$ cat config.mk
export PLATFORM = sky130hd
export DESIGN_NAME = scale_ascii_frame_decoder_flat
export DESIGN_NICKNAME = d
export VERILOG_FILES = /design/src/sv/sasf_pkg.sv /design/src/sv/sasf_if.sv /design/src/sv/sasf_input_stage.sv /design/src/sv/sasf_frame_core.sv /design/src/sv/sasf_result_reg.sv /design/src/sv/scale_ascii_frame_decoder.sv /design/src/flat_wrapper.sv
export SDC_FILE = /design/constraint.sdc
export NUM_CORES = 1
export LEC_CHECK = 0
export ABC_AREA = 1
export BUFFER_PORTS_ARGS = -buffer_cell sky130_fd_sc_hd__buf_4
export CORE_MARGIN = 4
export CORE_UTILIZATION = 55
export CTS_BUF_LIST = sky130_fd_sc_hd__clkbuf_4
export DETAILED_ROUTE_END_ITERATION = 7
export MAX_ROUTING_LAYER = met4
export PLACE_DENSITY_LB_ADDON = 0.2
export SYNTH_ARGS = -nofsm -noshare
export SYNTH_HDL_FRONTEND = slang
export SYNTH_HIERARCHICAL = 1
export SYNTH_SLANG_ARGS = --single-unit
$ cat constraint.sdc
create_clock -name clk -period 4 [get_ports clk]
set_clock_uncertainty 0.15 [all_clocks]
set_input_delay 0.2 -clock clk [delete_from_list [all_inputs] [get_ports clk]]
set_output_delay 0.2 -clock clk [all_outputs]
set_load 0.02 [all_outputs]
$ cat src/sv/sasf_pkg.sv
// Package for the scale ASCII frame decoder.
// Holds character codes, frame positions, status code enums and the item structs.
// No dependencies.
package sasf_pkg;

  // Character codes
  localparam logic [7:0] CH_CR   = 8'h0D;
  localparam logic [7:0] CH_LF   = 8'h0A;
  localparam logic [7:0] CH_SP   = 8'h20;
  localparam logic [7:0] CH_ZERO = 8'h30;
  localparam logic [7:0] CH_S    = 8'h53;
  localparam logic [7:0] CH_T    = 8'h54;
  localparam logic [7:0] CH_U    = 8'h55;
  localparam logic [7:0] CH_O    = 8'h4F;
  localparam logic [7:0] CH_L    = 8'h4C;
  localparam logic [7:0] CH_N    = 8'h4E;
  localparam logic [7:0] CH_G    = 8'h47;

  // Frame positions
  localparam int unsigned POS_W = 5;
  localparam logic [POS_W-1:0] POS_STAB0      = 5'd0;
  localparam logic [POS_W-1:0] POS_STAB1      = 5'd1;
  localparam logic [POS_W-1:0] POS_MODE0      = 5'd3;
  localparam logic [POS_W-1:0] POS_MODE1      = 5'd4;
  localparam logic [POS_W-1:0] POS_LAST_DIGIT = 5'd11;
  localparam logic [POS_W-1:0] POS_CR         = 5'd14;
  localparam logic [POS_W-1:0] POS_LF         = 5'd15;
  localparam logic [POS_W-1:0] POS_IDLE       = 5'd16;

  // Status codes
  typedef enum logic [1:0] {
    STAB_ST      = 2'd0,
    STAB_US      = 2'd1,
    STAB_OL      = 2'd2,
    STAB_UNKNOWN = 2'd3
  } stability_t;

  typedef enum logic [1:0] {
    MODE_NT      = 2'd0,
    MODE_GS      = 2'd1,
    MODE_UNKNOWN = 2'd2
  } weigh_mode_t;

  // One received byte
  typedef struct packed {
    logic [7:0] rx_byte;
    logic       frame_start;
  } byte_item_t;

  // One decoded frame result
  typedef struct packed {
    logic [31:0] reading;
    logic [31:0] previous_reading;
    stability_t  stability_code;
    weigh_mode_t weigh_mode;
    logic        frame_ok;
  } result_t;

endpackage

$ cat src/sv/sasf_if.sv
// Valid/ready channel interfaces of the scale ASCII frame decoder.
// Depends on nothing; payload widths follow the frame format.
interface sasf_byte_if;
  logic       valid;
  logic       ready;
  logic [7:0] rx_byte;
  logic       frame_start;

  modport source (output valid, output rx_byte, output frame_start, input ready);
  modport sink   (input valid, input rx_byte, input frame_start, output ready);
endinterface

interface sasf_result_if;
  logic        valid;
  logic        ready;
  logic [31:0] reading;
  logic [31:0] previous_reading;
  logic [1:0]  stability_code;
  logic [1:0]  weigh_mode;
  logic        frame_ok;

  modport source (output valid, output reading, output previous_reading,
                  output stability_code, output weigh_mode, output frame_ok,
                  input ready);
  modport sink   (input valid, input reading, input previous_reading,
                  input stability_code, input weigh_mode, input frame_ok,
                  output ready);
endinterface

$ cat src/sv/sasf_input_stage.sv
// Input register of the scale ASCII frame decoder.
// Depends on sasf_pkg (byte_item_t).
module sasf_input_stage
  import sasf_pkg::*;
(
  input  logic       clk,
  input  logic       rst,
  input  logic       in_valid,
  input  byte_item_t in_item,
  output logic       in_ready,
  input  logic       advance,
  output logic       valid,
  output byte_item_t item
);

  // Take a new byte when empty or when the held one moves on this cycle
  assign in_ready = !valid || advance;

  always_ff @(posedge clk) begin
    if (rst) begin
      valid <= 1'b0;
    end else if (in_ready) begin
      valid <= in_valid;
    end
  end

  always_ff @(posedge clk) begin
    if (in_ready && in_valid) begin
      item <= in_item;
    end
  end

endmodule

$ cat src/sv/sasf_frame_core.sv
// Frame state and per-byte decode of the scale ASCII frame decoder.
// Depends on sasf_pkg (codes, positions, structs).
module sasf_frame_core
  import sasf_pkg::*;
(
  input  logic       clk,
  input  logic       rst,
  input  logic       take,
  input  byte_item_t item,
  output logic       emit,
  output result_t    result
);

  logic [POS_W-1:0] byte_position;
  logic [POS_W-1:0] byte_position_next;
  logic [31:0]      digit_accumulator;
  logic [31:0]      digit_accumulator_next;
  logic             cr_seen;
  logic             cr_seen_next;
  logic [31:0]      pressure_reading;
  stability_t       stability_state;
  weigh_mode_t      mode_state;
  logic [7:0]       hdr_stab0;
  logic [7:0]       hdr_stab1;
  logic [7:0]       hdr_mode0;
  logic [7:0]       hdr_mode1;

  logic [POS_W-1:0] pos;
  logic [31:0]      acc_base;
  logic             cr_base;
  logic [31:0]      digit;
  logic             ok;
  stability_t       stab_dec;
  weigh_mode_t      mode_dec;

  function automatic stability_t decode_stability(logic [7:0] a, logic [7:0] b);
    if (a == CH_S && b == CH_T) return STAB_ST;
    if (a == CH_U && b == CH_S) return STAB_US;
    if (a == CH_O && b == CH_L) return STAB_OL;
    return STAB_UNKNOWN;
  endfunction

  function automatic weigh_mode_t decode_mode(logic [7:0] a, logic [7:0] b);
    if (a == CH_N && b == CH_T) return MODE_NT;
    if (a == CH_G && b == CH_S) return MODE_GS;
    return MODE_UNKNOWN;
  endfunction

  // Effective position and cleared state at frame start
  always_comb begin
    pos      = item.frame_start ? POS_STAB0 : byte_position;
    acc_base = (pos == POS_STAB0) ? 32'd0 : digit_accumulator;
    cr_base  = (pos == POS_STAB0) ? 1'b0 : cr_seen;
    digit    = {24'd0, item.rx_byte - CH_ZERO};
  end

  // Next position, accumulator and CR flag
  always_comb begin
    byte_position_next     = (pos >= POS_IDLE) ? POS_IDLE : pos + 1'b1;
    digit_accumulator_next = acc_base;
    cr_seen_next           = cr_base;
    if (pos <= POS_LAST_DIGIT) begin
      if (item.rx_byte == CH_SP) begin
        digit_accumulator_next = 32'd0;
      end else begin
        // acc*10 as two shifts and an add, wraps mod 2^32
        digit_accumulator_next = (acc_base << 3) + (acc_base << 1) + digit;
      end
    end
    if (pos == POS_CR) begin
      cr_seen_next = (item.rx_byte == CH_CR);
    end
  end

  // Result of the frame on its last byte
  always_comb begin
    emit     = (pos == POS_LF);
    ok       = cr_base && (item.rx_byte == CH_LF);
    stab_dec = decode_stability(hdr_stab0, hdr_stab1);
    mode_dec = decode_mode(hdr_mode0, hdr_mode1);
    result.previous_reading = pressure_reading;
    result.frame_ok         = ok;
    result.reading          = ok ? acc_base : pressure_reading;
    result.stability_code   = ok ? stab_dec : stability_state;
    result.weigh_mode       = ok ? mode_dec : mode_state;
  end

  // Control and stored readings
  always_ff @(posedge clk) begin
    if (rst) begin
      byte_position     <= POS_STAB0;
      digit_accumulator <= 32'd0;
      cr_seen           <= 1'b0;
      pressure_reading  <= 32'd0;
      stability_state   <= STAB_UNKNOWN;
      mode_state        <= MODE_UNKNOWN;
    end else if (take) begin
      byte_position <= byte_position_next;
      if (pos < POS_IDLE) begin
        digit_accumulator <= digit_accumulator_next;
        cr_seen           <= cr_seen_next;
      end else begin
        digit_accumulator <= acc_base;
        cr_seen           <= cr_base;
      end
      if (emit && ok) begin
        pressure_reading <= result.reading;
        stability_state  <= result.stability_code;
        mode_state       <= result.weigh_mode;
      end
    end
  end

  // Header bytes, written before the frame end reads them
  always_ff @(posedge clk) begin
    if (take) begin
      if (pos == POS_STAB0) hdr_stab0 <= item.rx_byte;
      if (pos == POS_STAB1) hdr_stab1 <= item.rx_byte;
      if (pos == POS_MODE0) hdr_mode0 <= item.rx_byte;
      if (pos == POS_MODE1) hdr_mode1 <= item.rx_byte;
    end
  end

endmodule

$ cat src/sv/sasf_result_reg.sv
// Output register of the scale ASCII frame decoder.
// Depends on sasf_pkg (result_t).
module sasf_result_reg
  import sasf_pkg::*;
(
  input  logic    clk,
  input  logic    rst,
  input  logic    load,
  input  result_t load_result,
  input  logic    out_ready,
  output logic    out_valid,
  output result_t out_result
);

  // Valid holds until the transaction completes or is replaced
  always_ff @(posedge clk) begin
    if (rst) begin
      out_valid <= 1'b0;
    end else if (load) begin
      out_valid <= 1'b1;
    end else if (out_ready) begin
      out_valid <= 1'b0;
    end
  end

  always_ff @(posedge clk) begin
    if (load) begin
      out_result <= load_result;
    end
  end

endmodule

$ cat src/sv/scale_ascii_frame_decoder.sv
// Top level of the scale ASCII frame decoder.
// Depends on sasf_pkg, sasf_if, sasf_input_stage, sasf_frame_core, sasf_result_reg.
//
// Usage:
//   bytes   : sink channel, one frame byte per transaction (rx_byte, frame_start).
//             frame_start marks position 0 and restarts the frame at any point.
//   results : source channel, one transaction per frame, produced on byte 15:
//             reading, previous_reading, stability_code, weigh_mode, frame_ok.
//   Bytes after position 15 are dropped until the next frame_start.
// Throughput: one byte per cycle while no result is stalled. Each byte is
//   registered at the input, then decoded by the frame logic and, on byte
//   15, written to the output register.
// Reset (rst, synchronous): position and accumulator clear, stored reading 0,
//   stability unknown, mode unknown; both channels empty.
// Stall: while a result waits, bytes keep flowing until the next frame end
//   reaches the frame logic; that byte then waits in the input register and
//   bytes.ready drops until results.ready takes the pending result.
module scale_ascii_frame_decoder
  import sasf_pkg::*;
(
  input  logic          clk,
  input  logic          rst,
  sasf_byte_if.sink     bytes,
  sasf_result_if.source results
);

  byte_item_t in_item;
  byte_item_t s1_item;
  logic       s1_valid;
  logic       advance;
  logic       emit;
  result_t    core_result;
  result_t    out_result;
  logic       out_valid;

  assign in_item.rx_byte     = bytes.rx_byte;
  assign in_item.frame_start = bytes.frame_start;

  // A held byte moves on unless it makes a result with no room for it
  assign advance = s1_valid && (!emit || !out_valid || results.ready);

  sasf_input_stage u_input (
    .clk      (clk),
    .rst      (rst),
    .in_valid (bytes.valid),
    .in_item  (in_item),
    .in_ready (bytes.ready),
    .advance  (advance),
    .valid    (s1_valid),
    .item     (s1_item)
  );

  sasf_frame_core u_core (
    .clk    (clk),
    .rst    (rst),
    .take   (advance),
    .item   (s1_item),
    .emit   (emit),
    .result (core_result)
  );

  sasf_result_reg u_result (
    .clk         (clk),
    .rst         (rst),
    .load        (advance && emit),
    .load_result (core_result),
    .out_ready   (results.ready),
    .out_valid   (out_valid),
    .out_result  (out_result)
  );

  assign results.valid            = out_valid;
  assign results.reading          = out_result.reading;
  assign results.previous_reading = out_result.previous_reading;
  assign results.stability_code   = out_result.stability_code;
  assign results.weigh_mode       = out_result.weigh_mode;
  assign results.frame_ok         = out_result.frame_ok;

endmodule

$ cat src/flat_wrapper.sv
// flat-port wrapper written by rule: the top's interface ports become plain ports
module scale_ascii_frame_decoder_flat import sasf_pkg::*;
  (clk, rst, bytes_valid, bytes_rx_byte, bytes_frame_start, bytes_ready, results_valid, results_reading, results_previous_reading, results_stability_code, results_weigh_mode, results_frame_ok, results_ready);
  sasf_byte_if bytes_i ();
  sasf_result_if results_i ();
  input  logic clk;
  input  logic rst;
  input wire logic [$bits(bytes_i.valid)-1:0] bytes_valid;
  input wire logic [$bits(bytes_i.rx_byte)-1:0] bytes_rx_byte;
  input wire logic [$bits(bytes_i.frame_start)-1:0] bytes_frame_start;
  output wire logic [$bits(bytes_i.ready)-1:0] bytes_ready;
  output wire logic [$bits(results_i.valid)-1:0] results_valid;
  output wire logic [$bits(results_i.reading)-1:0] results_reading;
  output wire logic [$bits(results_i.previous_reading)-1:0] results_previous_reading;
  output wire logic [$bits(results_i.stability_code)-1:0] results_stability_code;
  output wire logic [$bits(results_i.weigh_mode)-1:0] results_weigh_mode;
  output wire logic [$bits(results_i.frame_ok)-1:0] results_frame_ok;
  input wire logic [$bits(results_i.ready)-1:0] results_ready;
  assign bytes_i.valid = bytes_valid;
  assign bytes_i.rx_byte = bytes_rx_byte;
  assign bytes_i.frame_start = bytes_frame_start;
  assign bytes_ready = bytes_i.ready;
  assign results_valid = results_i.valid;
  assign results_reading = results_i.reading;
  assign results_previous_reading = results_i.previous_reading;
  assign results_stability_code = results_i.stability_code;
  assign results_weigh_mode = results_i.weigh_mode;
  assign results_frame_ok = results_i.frame_ok;
  assign results_i.ready = results_ready;
  scale_ascii_frame_decoder u_core (.clk(clk), .rst(rst), .bytes(bytes_i), .results(results_i));
endmodule
==> impl_metrics.json, run 1 <==
{
  "p_leak_nw": 5.236,
  "drtAntennaViolNets": 0,
  "layout-drive-gt1-share_pct": 15.22,
  "vias_per_cell": 5.506,
  "slew_violations": 0,
  "io_buffers": 83,
  "area_delta_synth_final_pct": 12.36,
  "synth_area_leaders": "edfxtp_1 32%, dfxtp_1 15%, nand2_1 9.8%",
  "syn-cell-area_mm2": 0.01024,
  "rr_endpoint": "u_core/u_core/digit_accumulator[31]",
  "synth_nets": 1272,
  "clock_latency_ns": 0.58,
  "cts_root_buffer": "clkbuf_4",
  "synth.top_cell.area_share_pct": 32.27,
  "min_path_cells": 2,
  "p_total_mw": 3.421,
  "ff_latch_area_mm2": 0.004825,
  "grt_antenna_before_repair": 1,
  "dieArea_mm2": 0.02086,
  "clkTransAtPathRegs_ns": 0.17,
  "period_needed_ns": 3.831,
  "min_period_over_period_pct": 95.76,
  "reg2reg_setup_slack_ns": 0.17,
  "fin_setup_tns_ns": 0,
  "cp_max_fo": 13,
  "dr_total_vias": 8391,
  "nets": 1361,
  "synth_edf_count": 110,
  "die_x_um": 144.4,
  "ys_seq_area_share_pct": 47.13,
  "wire_per_inst_um": 16.32,
  "tightest_slew_ns": 1.153,
  "grt_usage_pct": 24.81,
  "cts_buffers": 17,
  "status": "finished clean",
  "clockBufferDepth": 2,
  "htree_levels": 4,
  "synth.avg_cell_area_um2": 8.588,
  "maxCapViolations": 0,
  "fmax_mhz": 261.1,
  "ir_worst_vdd_uv": 145.3,
  "grt_max_degree": 51,
  "dpl.hpwl_um": 18080,
  "first_pass_iters": 5,
  "ff2ff_path_depth": 18,
  "hold_viol": 0,
  "slew_headroom_pct": 23.08,
  "synth_top_flop_cell": "edfxtp_1",
  "grt_pass1_wl_um": 39570,
  "hold_ws_ns": 0.1733,
  "hold_end": "u_core/u_input/item[2]",
  "routabilityCongestion": 1.000,
  "cp.required_ns": 4.35,
  "die_h_um": 144.4,
  "cts_tree": "yes",
  "cp-start-kind": "flip-flop",
  "cp-end-kind": "flip-flop",
  "synth_cell_types": 44,
  "initial_core_util_pct": 56.41,
  "ioPinCount": 84,
  "hold_path_class": "primary input to flip-flop",
  "async_flop_share_pct": 0,
  "wl_um": 24870,
  "multi_input_area_mm2": 0.004654,
  "synth_cells": 1192,
  "nFillCells": 1579,
  "clock_sinks": 186,
  "path_class": "flip-flop to flip-flop",
  "rr_startpoint": "u_core/u_input/item[0]",
  "yosys.area.top_type": "edfxtp_1",
  "rsz0062_at_grt": "true",
  "rows": 49,
  "synth_warnings": 6,
  "ys_ff_latch": 186,
  "p_per_area_mw_per_mm2": 297.4,
  "drcViolationCount": 0,
  "grt_pass1_vias": 7679,
  "netlist_top_cells_count": "268 x nand2_1, 146 x inv_1, 122 x nor2_1",
  "yosysMostFrequentCell": "nand2_1",
  "setup_viol": 0,
  "crit_arrival_ns": 4.18,
  "grt_overflow_total": 0,
  "worst_hold_startpoint": "bytes_rx_byte[1]",
  "coreArea_mm2": 0.01815,
  "first_iter_violations": 921
}
==> critical path, stage by stage, from the launching register on <==
cell	delay, ns
edfxtp_1	0.45
inv_2	0.16
nand2_2	0.11
ha_1	0.28
nand2_4	0.16
nor2_8	0.09
buf_12	0.14
nor2_1	0.22
ha_1	0.29
ha_1	0.40
a21oi_1	0.34
nand2_1	0.13
nand2_1	0.07
nand2_1	0.04
a21oi_1	0.36
nand2_1	0.10
nand2_1	0.07
nand3_1	0.07
a21oi_1	0.13
==> final cells by class <==
class                   count  share of cell area (%)
flip-flops and latches    186                   41.94
clock buffers              17                   1.110
well taps                 229                   2.491
multi-input cells         817                   40.47
diodes                      1                 0.02176
clock inverters            15                   1.207
inverters                 149                   4.862
repair buffers            110                   7.897
==> worst max path at each step <==
stage,end,startpoint,depth (start not counted),slack [ns]
global placement,u_core/u_core/digit_accumulator[29],u_core/u_input/item[0],22,0.27
floorplan,u_core/u_result/out_result[0],u_core/u_input/item[0],9,0.31
CTS,u_core/u_core/digit_accumulator[29],u_core/u_input/item[0],22,0.09
finish,u_core/u_core/digit_accumulator[31],u_core/u_input/item[0],18,0.17
detailed placement,u_core/u_core/digit_accumulator[16],u_core/u_input/item[0],18,0.13
global route,u_core/u_core/digit_accumulator[29],u_core/u_input/item[0],22,-0.01
==> placed cells by master (no fill, tap or decap), types with 3 or more instances in the layout <==
| master | Yosys | layout |
|---|---|---|
| a21oi_2 | 4 | 4 |
| xor2_1 | 10 | 10 |
| buf_12 | 0 | 4 |
| edfxtp_1 | 110 | 110 |
| a21o_1 | 6 | 6 |
| inv_6 | 0 | 5 |
| ha_1 | 66 | 66 |
| o21ai_0 | 71 | 71 |
| dfxtp_1 | 76 | 76 |
| and2_1 | 4 | 4 |
| nor2_2 | 3 | 5 |
| o211ai_1 | 4 | 4 |
| inv_2 | 3 | 3 |
| nand2_2 | 6 | 5 |
| a21oi_1 | 91 | 91 |
| o21bai_1 | 4 | 4 |
| nor2_1 | 122 | 118 |
| a211oi_2 | 32 | 32 |
| nand3_1 | 62 | 62 |
| nand3b_1 | 8 | 8 |
| dlygate4sd3_1 | 0 | 13 |
| or2_2 | 7 | 7 |
| nor3_1 | 9 | 9 |
| nor4_1 | 5 | 5 |
| nand2_4 | 3 | 4 |
| inv_1 | 146 | 146 |
| clkbuf_4 | 0 | 17 |
| nand2_1 | 268 | 268 |
| buf_4 | 8 | 93 |
| nand4_1 | 12 | 12 |
| clkinv_2 | 0 | 3 |
| nor2_4 | 1 | 4 |
==> where the power goes <==
part           leakage (nW)  internal, mW  total, mW  switching [mW]
registers              1.79          2.05       2.09          0.0347
logic                  3.30         0.113      0.347           0.234
clock network         0.143         0.320      0.984           0.665
==> registers in the layout, summed over array words and instances, names as in the netlist <==
register / count
u_core/u_core/stability_state: 2
u_core/u_input/item: 9
u_core/u_core/digit_accumulator: 32
u_core/u_core/cr_seen: 1
u_core/u_core/byte_position: 5
u_core/u_result/out_valid: 1
u_core/u_input/valid: 1
u_core/u_core/mode_state: 2
u_core/u_core/hdr_stab1: 8
u_core/u_core/pressure_reading: 32
u_core/u_core/hdr_mode0: 8
u_core/u_core/hdr_stab0: 8
u_core/u_core/hdr_mode1: 8
u_core/u_result/out_result: 69
==> per-stage QoR <==
| step | area (um2) | setup slack, ns | utilization [%] | cells |
|---|---|---|---|---|
| after global routing | 11500 | -0.01155 | 63.38 | 1524 |
| after global placement | 11040 | 0.2660 | 60.82 | 1474 |
| after floorplan | 10240 | 0.3080 | - | 1192 |
| after CTS | 11430 | 0.09411 | 63.00 | 1519 |
| after detailed placement | 11040 | 0.1291 | 60.82 | 1474 |
| final | 11500 | 0.1694 | 63.38 | 1524 |
==> layer usage <==
layer | wire length, um | part of all wire [%] | global-route usage (%) | vias up
met2 | 10460 | 42 | 35.92 | 331
met3 | 1856 | 7.5 | 4.001 | 32
met4 | 409 | 1.6 | 5.449 | 0
met5 | 0 | 0 | - | -
met1 | 12140 | 49 | 36.86 | 3850
li1 | - | - | - | 4178
==> logic make-up after synthesis <==
kind of cell             after synthesis  share of synthesized area [%]
AND/OR/NAND/NOR                      516                          21.91
AO/OA/AOI/OAI                        221                          13.91
adder cells (fa/ha/maj)               67                          8.262
XOR/XNOR                              12                          1.027
flip-flops                           186                          47.13
buffers and inverters                190                          7.761
==> repair_timing <==
action                                  4_1_cts  5_1_grt
hold buffers                                 13        0
gates resized for setup                       0        6
buffers inserted                              0        3
endpoints found under the hold margin        19        0
endpoints found under the setup margin        0       21
Power figures use the tool's default switching activity.
==> run 2: changes to the inputs <==
--- a/config.mk
+++ b/config.mk
@@ -8,8 +8,9 @@
 export ABC_AREA = 1
 export BUFFER_PORTS_ARGS = -buffer_cell sky130_fd_sc_hd__buf_4
 export CORE_MARGIN = 4
-export CORE_UTILIZATION = 55
+export CORE_UTILIZATION = 45
 export CTS_BUF_LIST = sky130_fd_sc_hd__clkbuf_4
+export CTS_CLUSTER_SIZE = 12
 export DETAILED_ROUTE_END_ITERATION = 7
 export MAX_ROUTING_LAYER = met4
 export PLACE_DENSITY_LB_ADDON = 0.2
==> run 2 against run 1 <==
- worst hold slack better by 0.012 ns
- sequential power hardly changed
- clock-buffer cell count stayed put
- global-route usage is 4.6 points lower
- sequential share of layout area is 0.59 points lower
- sequential cell count stayed put
- die area is 21% higher
- register-to-register slack better by 0.09 ns
- cell count is 3.5% higher
==> impl_metrics.json, run 2 (same netlist as run 1, synthesis figures left out) <==
{
  "status": "finished clean",
  "maxCapViolations": 0,
  "fin_util_pct": 52.81,
  "grt_pass1_wl_um": 40330,
  "dieArea_mm2": 0.02523,
  "wl_um": 25270,
  "die_x_um": 158.8,
  "dr_total_vias": 8363,
  "hold_viol": 0,
  "first_iter_violations": 699,
  "cp_max_fo": 9,
  "crit_arrival_ns": 4.12,
  "setup_viol": 0,
  "p_clk_share_pct": 30.3,
  "rsz0062_at_grt": "false",
  "swShare_pct": 28.13,
  "io_buffers": 83,
  "drcViolationCount": 0,
  "cp-end-kind": "flip-flop",
  "seqPwrFrac_pct": 59.7,
  "cp.required_ns": 4.38,
  "fin_setup_tns_ns": 0,
  "ir_worst_vdd_uv": 170.0,
  "path_class": "flip-flop to flip-flop",
  "grt_max_degree": 45,
  "initial_core_util_pct": 46.34,
  "clock_sinks": 186,
  "cp-start-kind": "flip-flop",
  "nFillCells": 2070,
  "clockBufferDepth": 2,
  "dp_cells": 1528,
  "intPower_mw": 2.513,
  "cts_tree": "yes",
  "p_comb_share_pct": 10.0,
  "first_pass_iters": 7,
  "p_per_area_mw_per_mm2": 299.6,
  "routabilityCongestion": 0.9357,
  "grt_antenna_before_repair": 1,
  "slew_violations": 0,
  "cts_root_buffer": "clkbuf_4",
  "vias_per_cell": 5.303,
  "top_regs": "u_core/u_result/out_result: 69 flops, u_core/u_core/digit_accumulator: 32 flops, u_core/u_core/pressure_reading: 32 flops",
  "fmax_mhz": 267.3,
  "period_needed_ns": 3.741,
  "tightest_slew_ns": 1.061,
  "slew_headroom_pct": 29.21,
  "p_leak_nw": 5.278,
  "area_delta_synth_final_pct": 13.97,
  "grt_usage_pct": 20.19,
  "ioPinCount": 84,
  "hold_path_class": "primary input to flip-flop",
  "clkTransAtPathRegs_ns": 0.18,
  "htree_levels": 4,
  "clock_latency_ns": 0.58,
  "final_cell_count_no_fill": 1577,
  "coreArea_mm2": 0.02209,
  "grt_overflow_total": 0,
  "wire_per_inst_um": 16.03,
  "drtAntennaViolNets": 0,
  "die_h_um": 158.8,
  "grt_pass1_vias": 7777,
  "largest_reg_flops": 69,
  "switchingPower_mw": 0.9835,
  "dpl.hpwl_um": 18500,
  "min_period_over_period_pct": 93.53,
  "mostFrequentLayoutCell": "nand2_1",
  "rows": 54,
  "layout-drive-gt1-share_pct": 16.59,
  "nets": 1363,
  "cts_buffers": 17,
  "layout_common_cells": "267 x nand2_1, 146 x inv_1, 110 x edfxtp_1",
  "regMostFlops": "u_core/u_result/out_result"
}
run 2: changes by cell type in the layout (fill, tap and decap cells not counted), sizes merged:
cell / change
inv: +2
buf: +1
clkinvlp: -2
dlygate4sd3: +1
run 2: power groups by stage:
stage          clock [mW]  combinational (mW)  sequential, mW
3_5_place_dp            0               0.322            2.13
6_report             1.06               0.349            2.09
5_1_grt              1.18               0.386            2.09
3_3_place_gp            0               0.320            2.13
4_1_cts              1.09               0.333            2.09
2_1_floorplan           0               0.230            2.12
run 2: through the flow:
stage	setup slack [ns]	area [um2]	power, mW	hold WS (ns)
2_1_floorplan	0.3080	10240	2.348	0.1124
3_3_place_gp	0.2907	11140	2.449	0.2298
3_5_place_dp	0.2468	11140	2.453	0.2320
4_1_cts	0.1819	11580	3.516	0.1206
5_1_grt	0.02677	11670	3.665	0.1100
6_report	0.2589	11670	3.496	0.1851
run 2: cell type report:
| type | count | area (um2) | share of cell area, % |
|---|---|---|---|
| well taps | 280 | 350.3 | 3.003 |
| diodes | 1 | 2.502 | 0.02145 |
| clock buffers | 17 | 127.6 | 1.094 |
| flip-flops and latches | 186 | 4825 | 41.35 |
| multi-input cells | 817 | 4702 | 40.30 |
| clock inverters | 15 | 175.2 | 1.501 |
| repair buffers | 112 | 925.9 | 7.936 |
| inverters | 149 | 559.3 | 4.794 |
run 2: per-layer routing:
layer  wire, um  vias to the layer above  global-route usage [%]  part of all wire (%)
met5          0                        -                       -                     0
met4        505                        0                   5.286                   2.0
met3       1709                       28                   4.251                   6.8
met2      10800                      274                   29.20                    43
met1      12260                     3895                   29.00                    49
li1           -                     4166                       -                     -
run 2: worst paths after layout:
| kind | startpoint | end | slack (ns) | cells past startpoint |
|---|---|---|---|---|
| worst max-delay path | u_core/u_input/item[0] | u_core/u_core/digit_accumulator[23] | 0.26 | 19 |
| worst min-delay path | bytes_rx_byte[6] | u_core/u_input/item[7] | 0.19 | 2 |
| worst max register to register | u_core/u_input/item[0] | u_core/u_core/digit_accumulator[23] | 0.26 | 19 |
| worst min register to register | u_core/u_core/pressure_reading[29] | u_core/u_result/out_result[34] | 0.32 | 0 |
run 2: repair_timing:
item | in CTS | in global routing
endpoints found under the hold margin | 23 | 0
setup buffers | 0 | 1
hold buffers | 14 | 0
resized for setup | 0 | 22
setup endpoints to repair | 0 | 9
run 2: worst max-delay path, stage by stage (launching register included):
cell      delay (ns)
edfxtp_1        0.43
nor2_1          0.21
inv_1           0.09
ha_1            0.24
nand2_4         0.15
nor2_8          0.08
buf_4           0.18
buf_4           0.18
nor2_2          0.17
ha_1            0.26
ha_1            0.38
nand2_1         0.09
nor2_1          0.27
and2_1          0.17
nand2_1         0.05
nand2_1         0.12
nand2_1         0.12
nand3b_1        0.11
nand3_1         0.10
a21oi_1         0.13
==> run 3: changes to the inputs <==
--- a/config.mk
+++ b/config.mk
@@ -5,7 +5,6 @@
 export SDC_FILE = /design/constraint.sdc
 export NUM_CORES = 1
 export LEC_CHECK = 0
-export ABC_AREA = 1
 export BUFFER_PORTS_ARGS = -buffer_cell sky130_fd_sc_hd__buf_4
 export CORE_MARGIN = 4
 export CORE_UTILIZATION = 45
==> run 3 against run 2 <==
- combinational power decreased by 35%
- synthesized cell count decreased by 30%
- power shrank 4.0%
- core utilization increased by 2.0 points
- worst hold slack got worse by 0.011 ns
- largest power group unchanged
==> impl_metrics.json, run 3 <==
{
  "max_stage_delay_ns": 0.45,
  "met2_length_um": 8308,
  "p_leak_nw": 4.187,
  "maxCapViolations": 0,
  "vias_per_cell": 5.212,
  "layout-drive-gt1-share_pct": 23.66,
  "grt_usage_pct": 17.75,
  "p_per_area_mw_per_mm2": 310.3,
  "dieArea_mm2": 0.02265,
  "period_needed_ns": 3.823,
  "multi_input_area_mm2": 0.004202,
  "first_pass_iters": 4,
  "synth_adder_area_share_pct": 9.255,
  "setup_viol": 0,
  "drtAntennaViolNets": 0,
  "wl_um": 18900,
  "area_delta_synth_final_pct": 18.36,
  "yosysMostFrequentCell": "edfxtp_1",
  "path_class": "flip-flop to flip-flop",
  "ioPinCount": 84,
  "grt_pass1_wl_um": 31130,
  "slew_headroom_pct": 35.20,
  "synth.top_cell.area_share_pct": 36.14,
  "crit_arrival_ns": 4.16,
  "slew_violations": 0,
  "cts_buffers": 17,
  "dpl.hpwl_um": 13170,
  "dr_total_vias": 6437,
  "ir_worst_vdd_uv": 148.9,
  "htree_levels": 4,
  "synth-compound-area-share_pct": 12.98,
  "synth_edf_count": 110,
  "hold_ws_ns": 0.1742,
  "tightest_slew_ns": 0.9684,
  "nets": 1035,
  "synth_warnings": 6,
  "grt_overflow_total": 0,
  "wire_per_inst_um": 15.31,
  "drt-met1-wl_um": 9416,
  "min_period_over_period_pct": 95.57,
  "ys_seq_area_share_pct": 52.79,
  "first_iter_violations": 449,
  "synth_cells": 835,
  "syn-cell-area_mm2": 0.009139,
  "initial_core_util_pct": 46.35,
  "ys_ff_latch": 186,
  "clock_latency_ns": 0.60,
  "die_x_um": 150.5,
  "synth_cell_types": 66,
  "clockBufferDepth": 2,
  "routed.top_layer": "met4",
  "regMostFlops": "u_core/u_result/out_result",
  "async_flop_share_pct": 0,
  "clock_sinks": 186,
  "reg2reg_setup_slack_ns": 0.18,
  "crit_chain": "nand2b_4, ha_4, o21ai_4, and2_4, ha_1, ha_2, fa_2, a211oi_2, o21a_1, o41a_1, o21ai_2, a21boi_2, o31ai_4, a211o_2, a41oi_2, o22ai_2",
  "nFillCells": 1739,
  "ff2ff_path_depth": 16,
  "synth_area_leaders": "edfxtp_1 36%, dfxtp_1 17%, ha_1 9.0%",
  "clkTransAtPathRegs_ns": 0.15,
  "coreArea_mm2": 0.01972,
  "fmax_mhz": 261.6,
  "synth_top_family_by_area": "simple AND/OR/NAND/NOR gates",
  "grt_pass1_vias": 6147,
  "largest_reg_flops": 69,
  "yosys.area.top_type": "edfxtp_1",
  "cts_tree": "yes",
  "synth-simple-area-share_pct": 14.43,
  "cp-end-kind": "flip-flop",
  "rsz0062_at_grt": "false",
  "status": "finished clean",
  "worst_hold_startpoint": "bytes_rx_byte[6]",
  "grt_antenna_before_repair": 1,
  "synthXorXnorAreaFrac_pct": 3.546,
  "layout_common_cells": "124 x buf_4, 110 x edfxtp_1, 109 x nand2_1",
  "hold_viol": 0,
  "cp-start-kind": "flip-flop",
  "synth.avg_cell_area_um2": 10.94,
  "cp_max_fo": 3,
  "routed-wl-met3_um": 1027,
  "rows": 51,
  "routabilityCongestion": 0.9175,
  "critPathSlowestCell": "edfxtp_1",
  "drcViolationCount": 0,
  "synth_mux_area_share_pct": 4.299,
  "min_path_cells": 2,
  "hold_path_class": "primary input to flip-flop",
  "fin_setup_tns_ns": 0,
  "rr_startpoint": "u_core/u_input/item[0]",
  "rr_endpoint": "u_core/u_core/digit_accumulator[26]",
  "cts_root_buffer": "clkbuf_4",
  "synth_nets": 915,
  "netlist_top_cells_count": "110 x edfxtp_1, 109 x nand2_1, 76 x dfxtp_1",
  "grt_max_degree": 68,
  "io_buffers": 83,
  "synth_top_flop_cell": "edfxtp_1",
  "top_regs": "u_core/u_result/out_result: 69 flops, u_core/u_core/digit_accumulator: 32 flops, u_core/u_core/pressure_reading: 32 flops",
  "die_h_um": 150.5,
  "hold_end": "u_core/u_input/item[7]",
  "mostFrequentLayoutCell": "buf_4",
  "cp.required_ns": 4.34,
  "ff_latch_area_mm2": 0.004825
}
==> run 3: cell count changes in the layout (fill, tap and decap cells not counted), sizes merged, moves of 28 or more <==
cell	before	now
nand2	277	109
inv	157	27
nor2	129	60
nand3	63	17
o21ai	72	28
mux2	0	34
buf	98	126
==> run 3: per-layer routing <==
metal / vias to the layer above / GRT usage (%)
li1: 3279 / -
met1: 3013 / 25.48
met2: 134 / 25.90
met3: 11 / 2.860
met4: 0 / 5.581
met5: - / -
==> run 3: cell type report <==
type / instances / share of cell area [%]
flip-flops and latches: 186 / 44.60
multi-input cells: 591 / 38.84
repair buffers: 140 / 10.11
well taps: 265 / 3.065
clock inverters: 15 / 1.492
clock buffers: 17 / 1.180
inverters: 19 / 0.6593
diodes: 2 / 0.04627
==> run 3: power breakdown <==
part,switching [mW],internal [mW]
registers,0.0319,2.04
clock network,0.673,0.386
logic,0.127,0.102
total,0.832,2.52
==> run 3: worst max-delay path by stage <==
| stage | from | endpoint | slack (ns) |
|---|---|---|---|
| floorplan | u_core/u_input/item[0] | u_core/u_result/out_result[0] | 0.0008 |
| global route | u_core/u_input/item[0] | u_core/u_core/digit_accumulator[26] | 0.02 |
| finish | u_core/u_input/item[0] | u_core/u_core/digit_accumulator[26] | 0.18 |
| CTS | u_core/u_input/item[0] | u_core/u_core/digit_accumulator[29] | 0.04 |
| detailed placement | u_core/u_input/item[0] | u_core/u_core/digit_accumulator[26] | 0.07 |
| global placement | u_core/u_input/item[0] | u_core/u_core/digit_accumulator[26] | 0.14 |
==> run 3: cell families after synthesis <==
family                   count (synthesis)
AND/OR/NAND/NOR                        269
flip-flops                             186
AO/OA/AOI/OAI                          183
adder cells (fa/ha/maj)                 67
buffers and inverters                   58
XOR/XNOR                                37
multiplexers                            35
==> run 3: timing repair <==
| action | CTS | global route |
|---|---|---|
| endpoints found under the hold margin | 38 | 0 |
| hold buffers | 14 | 0 |
| setup buffers | 0 | 3 |
| setup endpoints to repair | 0 | 15 |
| resized for setup | 0 | 25 |
==> run 3: worst max-delay path, delay by kind of cell, from the launching register on <==
family | cells | cell delay, ns
fa+ha+maj | 4 | 1.00
flops | 1 | 0.45
simple gates | 2 | 0.36
compound gates | 10 | 1.76
==> run 3: metrics by stage <==
| step | instances | utilization [%] | instance area [um2] | power (mW) | setup WS, ns |
|---|---|---|---|---|---|
| 2_1_floorplan | 835 | - | 9148 | 2.226 | 0.0007814 |
| 3_3_place_gp | 1183 | 51.88 | 10230 | 2.305 | 0.1356 |
| 3_5_place_dp | 1183 | 51.88 | 10230 | 2.307 | 0.06600 |
| 4_1_cts | 1229 | 54.05 | 10660 | 3.374 | 0.04078 |
| 5_1_grt | 1235 | 54.86 | 10820 | 3.507 | 0.01522 |
| 6_report | 1235 | 54.86 | 10820 | 3.356 | 0.1772 |
